`config.mk`:
```
export PLATFORM = sky130hd
export DESIGN_NAME = tlv_frame_receiver_flat
export DESIGN_NICKNAME = d
export VERILOG_FILES = /design/src/rtl/core/tlv_pkg.sv /design/src/rtl/core/tlv_req_if.sv /design/src/rtl/core/tlv_rsp_if.sv /design/src/rtl/core/tlv_frame_receiver.sv /design/src/flat_wrapper.sv
export SDC_FILE = /design/constraint.sdc
export NUM_CORES = 1
export LEC_CHECK = 0
export ABC_CLOCK_PERIOD_IN_PS = 4100
export BUFFER_PORTS_ARGS = -buffer_cell sky130_fd_sc_hd__buf_2
export CORE_ASPECT_RATIO = 0.7
export CORE_MARGIN = 4
export CORE_UTILIZATION = 49
export DETAILED_ROUTE_END_ITERATION = 8
export GPL_TIMING_DRIVEN = 0
export PLACE_DENSITY = 0.71
export REMOVE_ABC_BUFFERS = 1
export SLEW_MARGIN = 30
export SYNTH_ARGS = -nofsm -noshare
export SYNTH_HDL_FRONTEND = slang
export SYNTH_SLANG_ARGS = --single-unit
export TNS_END_PERCENT = 10
```
`constraint.sdc`:
```
create_clock -name clock -period 4.1 [get_ports clock]
set_input_delay 0.205 -clock clock [delete_from_list [all_inputs] [get_ports clock]]
set_output_delay 0.205 -clock clock [all_outputs]
set_load 0.02 [all_outputs]
```
`src/rtl/core/tlv_pkg.sv`:
```
// tlv frame receiver package: codes, widths and reset values
package tlv_pkg;

   localparam int unsigned BYTE_W   = 8;
   localparam int unsigned VALUE_W  = 16;
   localparam int unsigned COUNT_W  = 16;
   localparam int unsigned ACTION_W = 2;
   localparam int unsigned CSR_DW   = 32;
   localparam int unsigned CSR_AW   = 3;

   localparam logic [BYTE_W-1:0] START_MARKER_RESET = 8'hAA;
   localparam logic [BYTE_W-1:0] REC_ID_CONFIG      = 8'h01;
   localparam logic [BYTE_W-1:0] REC_ID_ACK         = 8'h02;
   localparam logic [VALUE_W-1:0] VALUE_ZERO        = 16'h0000;
   localparam logic [VALUE_W-1:0] VALUE_ONE         = 16'h0001;

   // register index taken from the word address bit
   localparam logic REG_START_MARKER = 1'b0;

   typedef enum logic [3:0] {
      PH_WAIT = 4'b0001,
      PH_LEN  = 4'b0010,
      PH_PAY  = 4'b0100,
      PH_SUM  = 4'b1000
   } phase_type;

   typedef enum logic [2:0] {
      RP_ID  = 3'b001,
      RP_LEN = 3'b010,
      RP_VAL = 3'b100
   } rec_phase_type;

   typedef enum logic [ACTION_W-1:0] {
      ACT_NONE   = 2'd0,
      ACT_CONFIG = 2'd1,
      ACT_NACK   = 2'd2,
      ACT_ACK    = 2'd3
   } action_type;

endpackage

```
`src/rtl/core/tlv_req_if.sv`:
```
// byte channel into the frame receiver
interface tlv_req_if
   import tlv_pkg::*;
();
   logic              valid;
   logic              ready;
   logic [BYTE_W-1:0] rx_byte;

   modport source (output valid, output rx_byte, input ready);
   modport sink   (input valid, input rx_byte, output ready);
endinterface

```
`src/rtl/core/tlv_rsp_if.sv`:
```
// frame result channel out of the frame receiver
interface tlv_rsp_if
   import tlv_pkg::*;
();
   logic                valid;
   logic                ready;
   logic                frame_good;
   logic [BYTE_W-1:0]   record_id;
   logic [VALUE_W-1:0]  record_value;
   logic [ACTION_W-1:0] action;
   logic                ack_seen;
   logic [COUNT_W-1:0]  ack_total;

   modport source (output valid, output frame_good, output record_id, output record_value,
                   output action, output ack_seen, output ack_total, input ready);
   modport sink   (input valid, input frame_good, input record_id, input record_value,
                   input action, input ack_seen, input ack_total, output ready);
endinterface

```
`src/rtl/core/tlv_frame_receiver.sv`:
```
// tlv frame receiver: start, length, payload records, checksum parser
//
//  channel  dir  handshake      payload
//  req_bus  in   valid/ready    rx_byte
//  rsp_bus  out  valid/ready    frame_good, record_id, record_value, action, ack_seen, ack_total
//  csr_*    in   apb, pready=1  start_marker at byte address 0
//
//  one byte per cycle while no checksum byte is held: a byte is captured in the input register,
//  then the parser state and the result register update from it when it advances
//  only the checksum byte makes a result; it waits for the result register to drain
//  ready drops only while a checksum byte is held behind an untaken result
//  synchronous reset clears the parser, the ack flag and counter, and the marker to 0xAA
module tlv_frame_receiver
   import tlv_pkg::*;
(
   input  logic              clock,
   input  logic              reset,
   tlv_req_if.sink           req_bus,
   tlv_rsp_if.source         rsp_bus,
   input  logic              csr_psel,
   input  logic              csr_penable,
   input  logic              csr_pwrite,
   input  logic [CSR_AW-1:0] csr_paddr,
   input  logic [CSR_DW-1:0] csr_pwdata,
   output logic [CSR_DW-1:0] csr_prdata,
   output logic              csr_pready
);

   logic [BYTE_W-1:0]   start_marker_ff;
   logic                in_valid_ff;
   logic [BYTE_W-1:0]   in_byte_ff;

   phase_type           phase_ff, phase_in;
   logic [BYTE_W-1:0]   frame_length_ff, frame_length_in;
   logic [BYTE_W-1:0]   byte_index_ff, byte_index_in;
   logic [BYTE_W-1:0]   running_sum_ff, running_sum_in;
   rec_phase_type       rec_phase_ff, rec_phase_in;
   logic [BYTE_W-1:0]   current_id_ff, current_id_in;
   logic [BYTE_W-1:0]   bytes_left_ff, bytes_left_in;
   logic                value_wide_ff, value_wide_in;
   logic [VALUE_W-1:0]  current_value_ff, current_value_in;
   logic                ack_flag_ff, ack_flag_in;
   logic [COUNT_W-1:0]  ack_count_ff, ack_count_in;

   logic                out_valid_ff;
   logic                out_good_ff;
   logic [BYTE_W-1:0]   out_id_ff;
   logic [VALUE_W-1:0]  out_value_ff;
   action_type          out_action_ff;
   logic                out_ack_seen_ff;
   logic [COUNT_W-1:0]  out_ack_total_ff;

   logic                is_result;
   logic                advance;
   logic                good;
   action_type          act;
   logic [BYTE_W-1:0]   b;
   logic [BYTE_W:0]     index_next;
   logic [BYTE_W-1:0]   left_dec;
   logic                csr_write;

   assign b          = in_byte_ff;
   assign is_result  = (phase_ff == PH_SUM);
   assign advance    = in_valid_ff && (!is_result || !out_valid_ff || rsp_bus.ready);
   assign req_bus.ready = !in_valid_ff || advance;
   assign index_next = {1'b0, byte_index_ff} + {{BYTE_W{1'b0}}, 1'b1};
   assign left_dec   = bytes_left_ff - 8'd1;
   assign csr_write  = csr_psel && csr_penable && csr_pwrite && csr_pready;
   assign csr_pready = 1'b1;
   assign csr_prdata = (csr_paddr[2] == REG_START_MARKER)
                       ? {{(CSR_DW-BYTE_W){1'b0}}, start_marker_ff} : '0;

   always_comb begin
      phase_in         = phase_ff;
      frame_length_in  = frame_length_ff;
      byte_index_in    = byte_index_ff;
      running_sum_in   = running_sum_ff;
      rec_phase_in     = rec_phase_ff;
      current_id_in    = current_id_ff;
      bytes_left_in    = bytes_left_ff;
      value_wide_in    = value_wide_ff;
      current_value_in = current_value_ff;
      ack_flag_in      = ack_flag_ff;
      ack_count_in     = ack_count_ff;
      good             = (b == running_sum_ff);
      act              = ACT_NONE;
      case (phase_ff)
         PH_LEN: begin
            frame_length_in  = b;
            byte_index_in    = '0;
            running_sum_in   = '0;
            rec_phase_in     = RP_ID;
            current_id_in    = '0;
            current_value_in = '0;
            bytes_left_in    = '0;
            value_wide_in    = 1'b0;
            phase_in         = (b == 8'd0) ? PH_SUM : PH_PAY;
         end
         PH_PAY: begin
            running_sum_in = running_sum_ff + b;
            case (rec_phase_ff)
               RP_LEN: begin
                  bytes_left_in = b;
                  value_wide_in = (b > 8'd1);
                  rec_phase_in  = (b == 8'd0) ? RP_ID : RP_VAL;
               end
               RP_VAL: begin
                  if (value_wide_ff) begin
                     current_value_in = {b, 8'h00};
                     value_wide_in    = 1'b0;
                  end else begin
                     current_value_in = current_value_ff + {8'h00, b};
                  end
                  bytes_left_in = left_dec;
                  if (left_dec == 8'd0) rec_phase_in = RP_ID;
               end
               default: begin
                  current_id_in    = b;
                  current_value_in = '0;
                  value_wide_in    = 1'b0;
                  bytes_left_in    = '0;
                  rec_phase_in     = RP_LEN;
               end
            endcase
            if (index_next >= {1'b0, frame_length_ff}) begin
               byte_index_in = '0;
               phase_in      = PH_SUM;
            end else begin
               byte_index_in = index_next[BYTE_W-1:0];
            end
         end
         PH_SUM: begin
            if (good) begin
               if (current_id_ff == REC_ID_CONFIG && current_value_ff == VALUE_ONE) begin
                  act = ACT_CONFIG;
               end else if (current_id_ff == REC_ID_ACK && current_value_ff == VALUE_ZERO) begin
                  act         = ACT_NACK;
                  ack_flag_in = 1'b0;
               end else if (current_id_ff == REC_ID_ACK && current_value_ff == VALUE_ONE) begin
                  act          = ACT_ACK;
                  ack_flag_in  = 1'b1;
                  ack_count_in = ack_count_ff + 16'd1;
               end
            end
            phase_in = PH_WAIT;
         end
         default: begin
            running_sum_in = '0;
            if (b == start_marker_ff) phase_in = PH_LEN;
         end
      endcase
   end

   always_ff @(posedge clock) begin
      if (reset) begin
         start_marker_ff <= START_MARKER_RESET;
         in_valid_ff     <= 1'b0;
         out_valid_ff    <= 1'b0;
         phase_ff        <= PH_WAIT;
         frame_length_ff <= '0;
         byte_index_ff   <= '0;
         running_sum_ff  <= '0;
         rec_phase_ff    <= RP_ID;
         current_id_ff   <= '0;
         bytes_left_ff   <= '0;
         value_wide_ff   <= 1'b0;
         current_value_ff <= '0;
         ack_flag_ff     <= 1'b0;
         ack_count_ff    <= '0;
      end else begin
         if (csr_write && csr_paddr[2] == REG_START_MARKER) begin
            start_marker_ff <= csr_pwdata[BYTE_W-1:0];
         end
         if (req_bus.ready) in_valid_ff <= req_bus.valid;
         if (advance) begin
            phase_ff         <= phase_in;
            frame_length_ff  <= frame_length_in;
            byte_index_ff    <= byte_index_in;
            running_sum_ff   <= running_sum_in;
            rec_phase_ff     <= rec_phase_in;
            current_id_ff    <= current_id_in;
            bytes_left_ff    <= bytes_left_in;
            value_wide_ff    <= value_wide_in;
            current_value_ff <= current_value_in;
            ack_flag_ff      <= ack_flag_in;
            ack_count_ff     <= ack_count_in;
         end
         if (advance && is_result) begin
            out_valid_ff <= 1'b1;
         end else if (rsp_bus.ready) begin
            out_valid_ff <= 1'b0;
         end
      end
   end

   always_ff @(posedge clock) begin
      if (req_bus.ready) in_byte_ff <= req_bus.rx_byte;
      if (advance && is_result) begin
         out_good_ff      <= good;
         out_id_ff        <= current_id_ff;
         out_value_ff     <= current_value_ff;
         out_action_ff    <= act;
         out_ack_seen_ff  <= ack_flag_in;
         out_ack_total_ff <= ack_count_in;
      end
   end

   assign rsp_bus.valid        = out_valid_ff;
   assign rsp_bus.frame_good   = out_good_ff;
   assign rsp_bus.record_id    = out_id_ff;
   assign rsp_bus.record_value = out_value_ff;
   assign rsp_bus.action       = out_action_ff;
   assign rsp_bus.ack_seen     = out_ack_seen_ff;
   assign rsp_bus.ack_total    = out_ack_total_ff;

   a_result_from_checksum: assert property (@(posedge clock) disable iff (reset)
      !$past(reset) && $rose(out_valid_ff) |-> $past(advance && phase_ff == PH_SUM))
      else $error("result appeared without a checksum byte");

   a_ack_count_step: assert property (@(posedge clock) disable iff (reset)
      !$past(reset) && ack_count_ff != $past(ack_count_ff)
      |-> ack_flag_ff && ack_count_ff == $past(ack_count_ff) + 16'd1)
      else $error("ack counter moved without an ack");

   a_index_in_frame: assert property (@(posedge clock) disable iff (reset)
      phase_ff == PH_PAY |-> byte_index_ff < frame_length_ff)
      else $error("payload index past frame length");

   a_held_byte_kept: assert property (@(posedge clock) disable iff (reset)
      in_valid_ff && !advance |=> in_valid_ff && $stable(in_byte_ff))
      else $error("held input word lost");

   a_action_needs_good: assert property (@(posedge clock) disable iff (reset)
      out_valid_ff && out_action_ff != ACT_NONE |-> out_good_ff)
      else $error("action reported on a bad frame");

endmodule

```
`src/flat_wrapper.sv`:
```
// flat-port wrapper written by rule: the top's interface ports become plain ports
module tlv_frame_receiver_flat import tlv_pkg::*;
  (clock, reset, csr_psel, csr_penable, csr_pwrite, csr_paddr, csr_pwdata, csr_prdata, csr_pready, req_bus_valid, req_bus_rx_byte, req_bus_ready, rsp_bus_valid, rsp_bus_frame_good, rsp_bus_record_id, rsp_bus_record_value, rsp_bus_action, rsp_bus_ack_seen, rsp_bus_ack_total, rsp_bus_ready);
  tlv_req_if req_bus_i ();
  tlv_rsp_if rsp_bus_i ();
  input  logic clock;
  input  logic reset;
  input  logic csr_psel;
  input  logic csr_penable;
  input  logic csr_pwrite;
  input  logic [CSR_AW-1:0] csr_paddr;
  input  logic [CSR_DW-1:0] csr_pwdata;
  output logic [CSR_DW-1:0] csr_prdata;
  output logic csr_pready;
  input wire logic [$bits(req_bus_i.valid)-1:0] req_bus_valid;
  input wire logic [$bits(req_bus_i.rx_byte)-1:0] req_bus_rx_byte;
  output wire logic [$bits(req_bus_i.ready)-1:0] req_bus_ready;
  output wire logic [$bits(rsp_bus_i.valid)-1:0] rsp_bus_valid;
  output wire logic [$bits(rsp_bus_i.frame_good)-1:0] rsp_bus_frame_good;
  output wire logic [$bits(rsp_bus_i.record_id)-1:0] rsp_bus_record_id;
  output wire logic [$bits(rsp_bus_i.record_value)-1:0] rsp_bus_record_value;
  output wire logic [$bits(rsp_bus_i.action)-1:0] rsp_bus_action;
  output wire logic [$bits(rsp_bus_i.ack_seen)-1:0] rsp_bus_ack_seen;
  output wire logic [$bits(rsp_bus_i.ack_total)-1:0] rsp_bus_ack_total;
  input wire logic [$bits(rsp_bus_i.ready)-1:0] rsp_bus_ready;
  assign req_bus_i.valid = req_bus_valid;
  assign req_bus_i.rx_byte = req_bus_rx_byte;
  assign req_bus_ready = req_bus_i.ready;
  assign rsp_bus_valid = rsp_bus_i.valid;
  assign rsp_bus_frame_good = rsp_bus_i.frame_good;
  assign rsp_bus_record_id = rsp_bus_i.record_id;
  assign rsp_bus_record_value = rsp_bus_i.record_value;
  assign rsp_bus_action = rsp_bus_i.action;
  assign rsp_bus_ack_seen = rsp_bus_i.ack_seen;
  assign rsp_bus_ack_total = rsp_bus_i.ack_total;
  assign rsp_bus_i.ready = rsp_bus_ready;
  tlv_frame_receiver u_core (.clock(clock), .reset(reset), .req_bus(req_bus_i), .rsp_bus(rsp_bus_i), .csr_psel(csr_psel), .csr_penable(csr_penable), .csr_pwrite(csr_pwrite), .csr_paddr(csr_paddr), .csr_pwdata(csr_pwdata), .csr_prdata(csr_prdata), .csr_pready(csr_pready));
endmodule
```
==> impl_metrics.py <==
metrics = {
    "grt": {
        "grt_usage_pct": 21.09,
        "grt_pass1_wl_microns": 29680,
        "met1_usage_pct": 31.46,
        "grt-busiest-layer": "met1",
        "grt_overflow": 0,
        "met3_usage_pct": 5.012,
        "use_met2_pct": 30.37,
        "antenna_found_initial": 0,
        "grt_pass1_vias": 5732,
        "grt_max_degree": 45,
    },
    "synthesis": {
        "synth_cell_type_count": 67,
        "syn_inst": 804,
        "yosys.area_share.simple_pct": 22.21,
        "post-synth-top-area-cell": "dfxtp_1",
        "yosysWarnings": 0,
        "synthFlopType": "dfxtp_1",
        "synth_most_common_cell": "dfxtp_1",
        "synth-adder-area-share_pct": 5.051,
        "synth-async-reset-ratio_pct": 0,
        "syn_area_per_cell_sq_um": 9.305,
        "synth_top_family_by_area": "simple AND/OR/NAND/NOR gates",
        "syn_area_sq_um": 7481,
        "synth_xor_area_share_pct": 4.917,
        "synthMuxAreaShare_pct": 0.4181,
        "yosysSeqAreaShare_pct": 45.22,
        "synth_compound_area_share_pct": 16.36,
        "synthTopCellsByArea": "dfxtp_1, edfxtp_1, ha_1",
        "synth-edff-count": 52,
        "synth_top_area_share_pct": 24.35,
        "netlist_top_cells_count": "dfxtp_1, nand2_1, a21oi_1, edfxtp_1, nor2_1",
        "synth-seq-cells": 143,
    },
    "setup_path": {
        "crit_arrival_ns": 4.02,
        "reg2reg_setup_slack_ns": 0.39,
        "path_max_fanout": 17,
        "r2r_start": "u_core.b[2]$_DFFE_PP_",
        "worstReg2RegEnd": "u_core.ack_count_ff[10]$_SDFFE_PP0P_",
        "startpoint_type": "register",
        "reg2reg_depth": 6,
        "worst-setup-path-type": "register to register",
        "endpoint": "u_core.ack_count_ff[10]$_SDFFE_PP0P_",
        "endpoint_kind": "register",
        "required_ns": 4.42,
        "crit_path_start": "u_core.b[2]$_DFFE_PP_",
    },
    "floorplan": {
        "io_pins": 129,
        "die_x_microns": 155.7,
        "dieHeight_microns": 111.4,
        "initial_utilization_pct": 50.50,
        "fp-row-count": 37,
        "dieArea_sq_um": 17340,
        "core_area_sq_um": 14810,
    },
    "cells_and_area": {
        "antenna_cells": 0,
        "drive_above_1_share_pct": 14.53,
        "final_nets": 954,
        "multiInputGateArea_sq_um": 3790,
        "fillers": 1292,
        "area_growth_pct": 15.92,
        "regArea_sq_um": 3383,
    },
    "timing": {
        "hold_viol": 0,
        "fin_crit_ns": 3.707,
        "fin_tns_setup_ns": 0,
        "setup_slack_ns": 0.3933,
        "slew_viol_final": 0,
        "finalCritPeriodShare_pct": 90.41,
        "slew_headroom_pct": 39.08,
        "finalSetupViolCount": 0,
        "rsz0062_at_grt": "false",
        "worstMarginPinSlew_ns": 0.9128,
        "fmax_ghz": 0.2698,
        "whs_ns": 0.01951,
        "clock_skew_ns": 0.007237,
    },
    "clock_network": {
        "cts_tree": "done",
        "htreeDepth": 4,
        "cts.sink_count": 143,
        "cts_max_path_buffers": 2,
        "cts-buffers-inserted": 17,
        "clkTransAtPathRegs_ns": 0.06,
        "clock-root-buffer": "clkbuf_16",
        "clkLatencyLatePin_ns": 0.43,
        "post-cts-setup-buffers": 0,
    },
    "hold_path": {
        "min-delay-path-class": "input pin to register",
    },
    "placed_design": {
        "dp_hpwl_microns": 12370,
        "port_buffers": 77,
        "dp_slack_ns": 0.4723,
        "place.gp.congestion": 0.8658,
    },
    "status": {
        "status": "complete, no violations",
    },
    "pwr": {
        "p_per_area_nw_per_um2": 368.3,
        "finalPower_mw": 3.194,
        "leakage_nw": 3.381,
        "peakVddDrop_mv": 0.2891,
    },
    "drt": {
        "drc_errors": 0,
        "drt_iter0_drc": 531,
        "dr.pass1.iters": 5,
        "wl_microns": 18340,
        "detail-route-antenna-nets": 0,
        "num_vias": 6308,
        "post_drt_wl_per_cell_microns": 16.93,
        "vias_per_cell": 5.825,
    },
    "flow_run": {
        "maxCapViolations": 0,
    },
}
[metrics by stage]
step                      cells  cell area [sq um]  utilization (%)
after global placement     1036               7851            53.00
after detailed placement   1041               7973            53.82
after global routing       1083               8672            58.54
after CTS                  1083               8672            58.54
final                      1083               8672            58.54
after floorplan             764               7222                -
[registers in the layout (all words and copies together), names as in the netlist, 4 cells and up]
| register | cells |
|---|---|
| u_core.ack_count_ff | 16 |
| u_core.running_sum_ff | 8 |
| u_core.b | 8 |
| u_core.phase_ff | 4 |
| u_core.byte_index_ff | 8 |
| u_core.frame_length_ff | 8 |
| u_core.current_value_ff | 16 |
| u_core.start_marker_ff | 8 |
| u_core.rsp_bus.record_id | 8 |
| u_core.rsp_bus.ack_total | 16 |
| u_core.bytes_left_ff | 8 |
| u_core.current_id_ff | 8 |
| u_core.rsp_bus.record_value | 16 |
[how the worst min path moves through the flow]
stage	from	to	slack (ns)	depth (start not counted)
after floorplan	reset	u_core.ack_count_ff[0]$_SDFFE_PP0P_	0.27	1
after global placement	req_bus_rx_byte[4]	u_core.b[4]$_DFFE_PP_	0.38	1
after detailed placement	req_bus_rx_byte[3]	u_core.b[3]$_DFFE_PP_	0.38	1
after CTS	csr_pwdata[5]	u_core.start_marker_ff[5]$_SDFFE_PP1P_	0.0006	3
after global routing	req_bus_valid	u_core.in_valid_ff$_SDFFE_PP0P_	0.02	3
final	csr_pwdata[5]	u_core.start_marker_ff[5]$_SDFFE_PP1P_	0.02	3
[layer usage]
layer	part of all wire, %	vias up
met5	0	-
met4	1.8	0
met3	7.6	28
met2	42	248
met1	48	2954
li1	-	3078
[final cells by class]
| class | instances | area share, % |
|---|---|---|
| Multi-Input combinational cell | 599 | 43.70 |
| Sequential cell | 143 | 39.01 |
| Timing Repair Buffer | 92 | 6.608 |
| Clock buffer | 17 | 4.905 |
| Tap cell | 195 | 2.813 |
| Clock inverter | 15 | 2.005 |
| Inverter | 22 | 0.9522 |
[report_power, final]
group | internal, mW | switching (mW) | leakage (nW)
clock | 0.916 | 0.665 | 0.293
sequential | 1.47 | 0.0232 | 1.28
combinational | 0.0406 | 0.0806 | 1.81
[placed cells by master, fill, tap and decap left out, types with 5 or more instances in the layout]
| cell type | count |
|---|---|
| nor2b_1 | 17 |
| a21o_1 | 7 |
| dlygate4sd3_1 | 10 |
| a31oi_1 | 6 |
| buf_2 | 78 |
| a21oi_1 | 57 |
| xnor2_1 | 28 |
| nand2_1 | 82 |
| or2_2 | 6 |
| o31ai_1 | 9 |
| a2111oi_0 | 5 |
| nand3_1 | 41 |
| nand4_1 | 13 |
| o21ai_0 | 31 |
| nand2b_1 | 6 |
| and3_1 | 12 |
| o21a_1 | 5 |
| nor2_1 | 48 |
| or4_1 | 13 |
| a211oi_1 | 8 |
| inv_6 | 5 |
| and4_1 | 7 |
| and2_1 | 9 |
| inv_1 | 22 |
| clkbuf_16 | 17 |
| nor3_1 | 15 |
| dfxtp_1 | 91 |
| xor2_1 | 14 |
| ha_1 | 27 |
| a22oi_1 | 22 |
| nand4b_1 | 6 |
| conb_1 | 25 |
| nor4_1 | 12 |
| edfxtp_1 | 52 |
| or3_1 | 11 |
[timing repair]
item | CTS | global route
hold buffers | 10 | 0
gates resized for setup | 0 | 0
hold endpoints to repair | 10 | 0
[critical path, cell delays in order (launching register included)]
cell and delay (ns):
edfxtp_1 0.63, ha_1 0.47, nor4_1 0.63, and3_1 0.39, nand4_1 0.61, nor4_1 0.49, mux2_2 0.37
[cells by family (layout without fill, tap and decap cells)]
group                    after synthesis  count (layout)
AO/OA/AOI/OAI                        186             186
AND/OR/NAND/NOR                      314             314
buffers and inverters                 85             146
XOR/XNOR                              42              42
other                                  2              25
flip-flops                           143             143
adder cells (fa/ha/maj)               29              29
multiplexers                           3               3
Power figures use the tool's default switching activity.
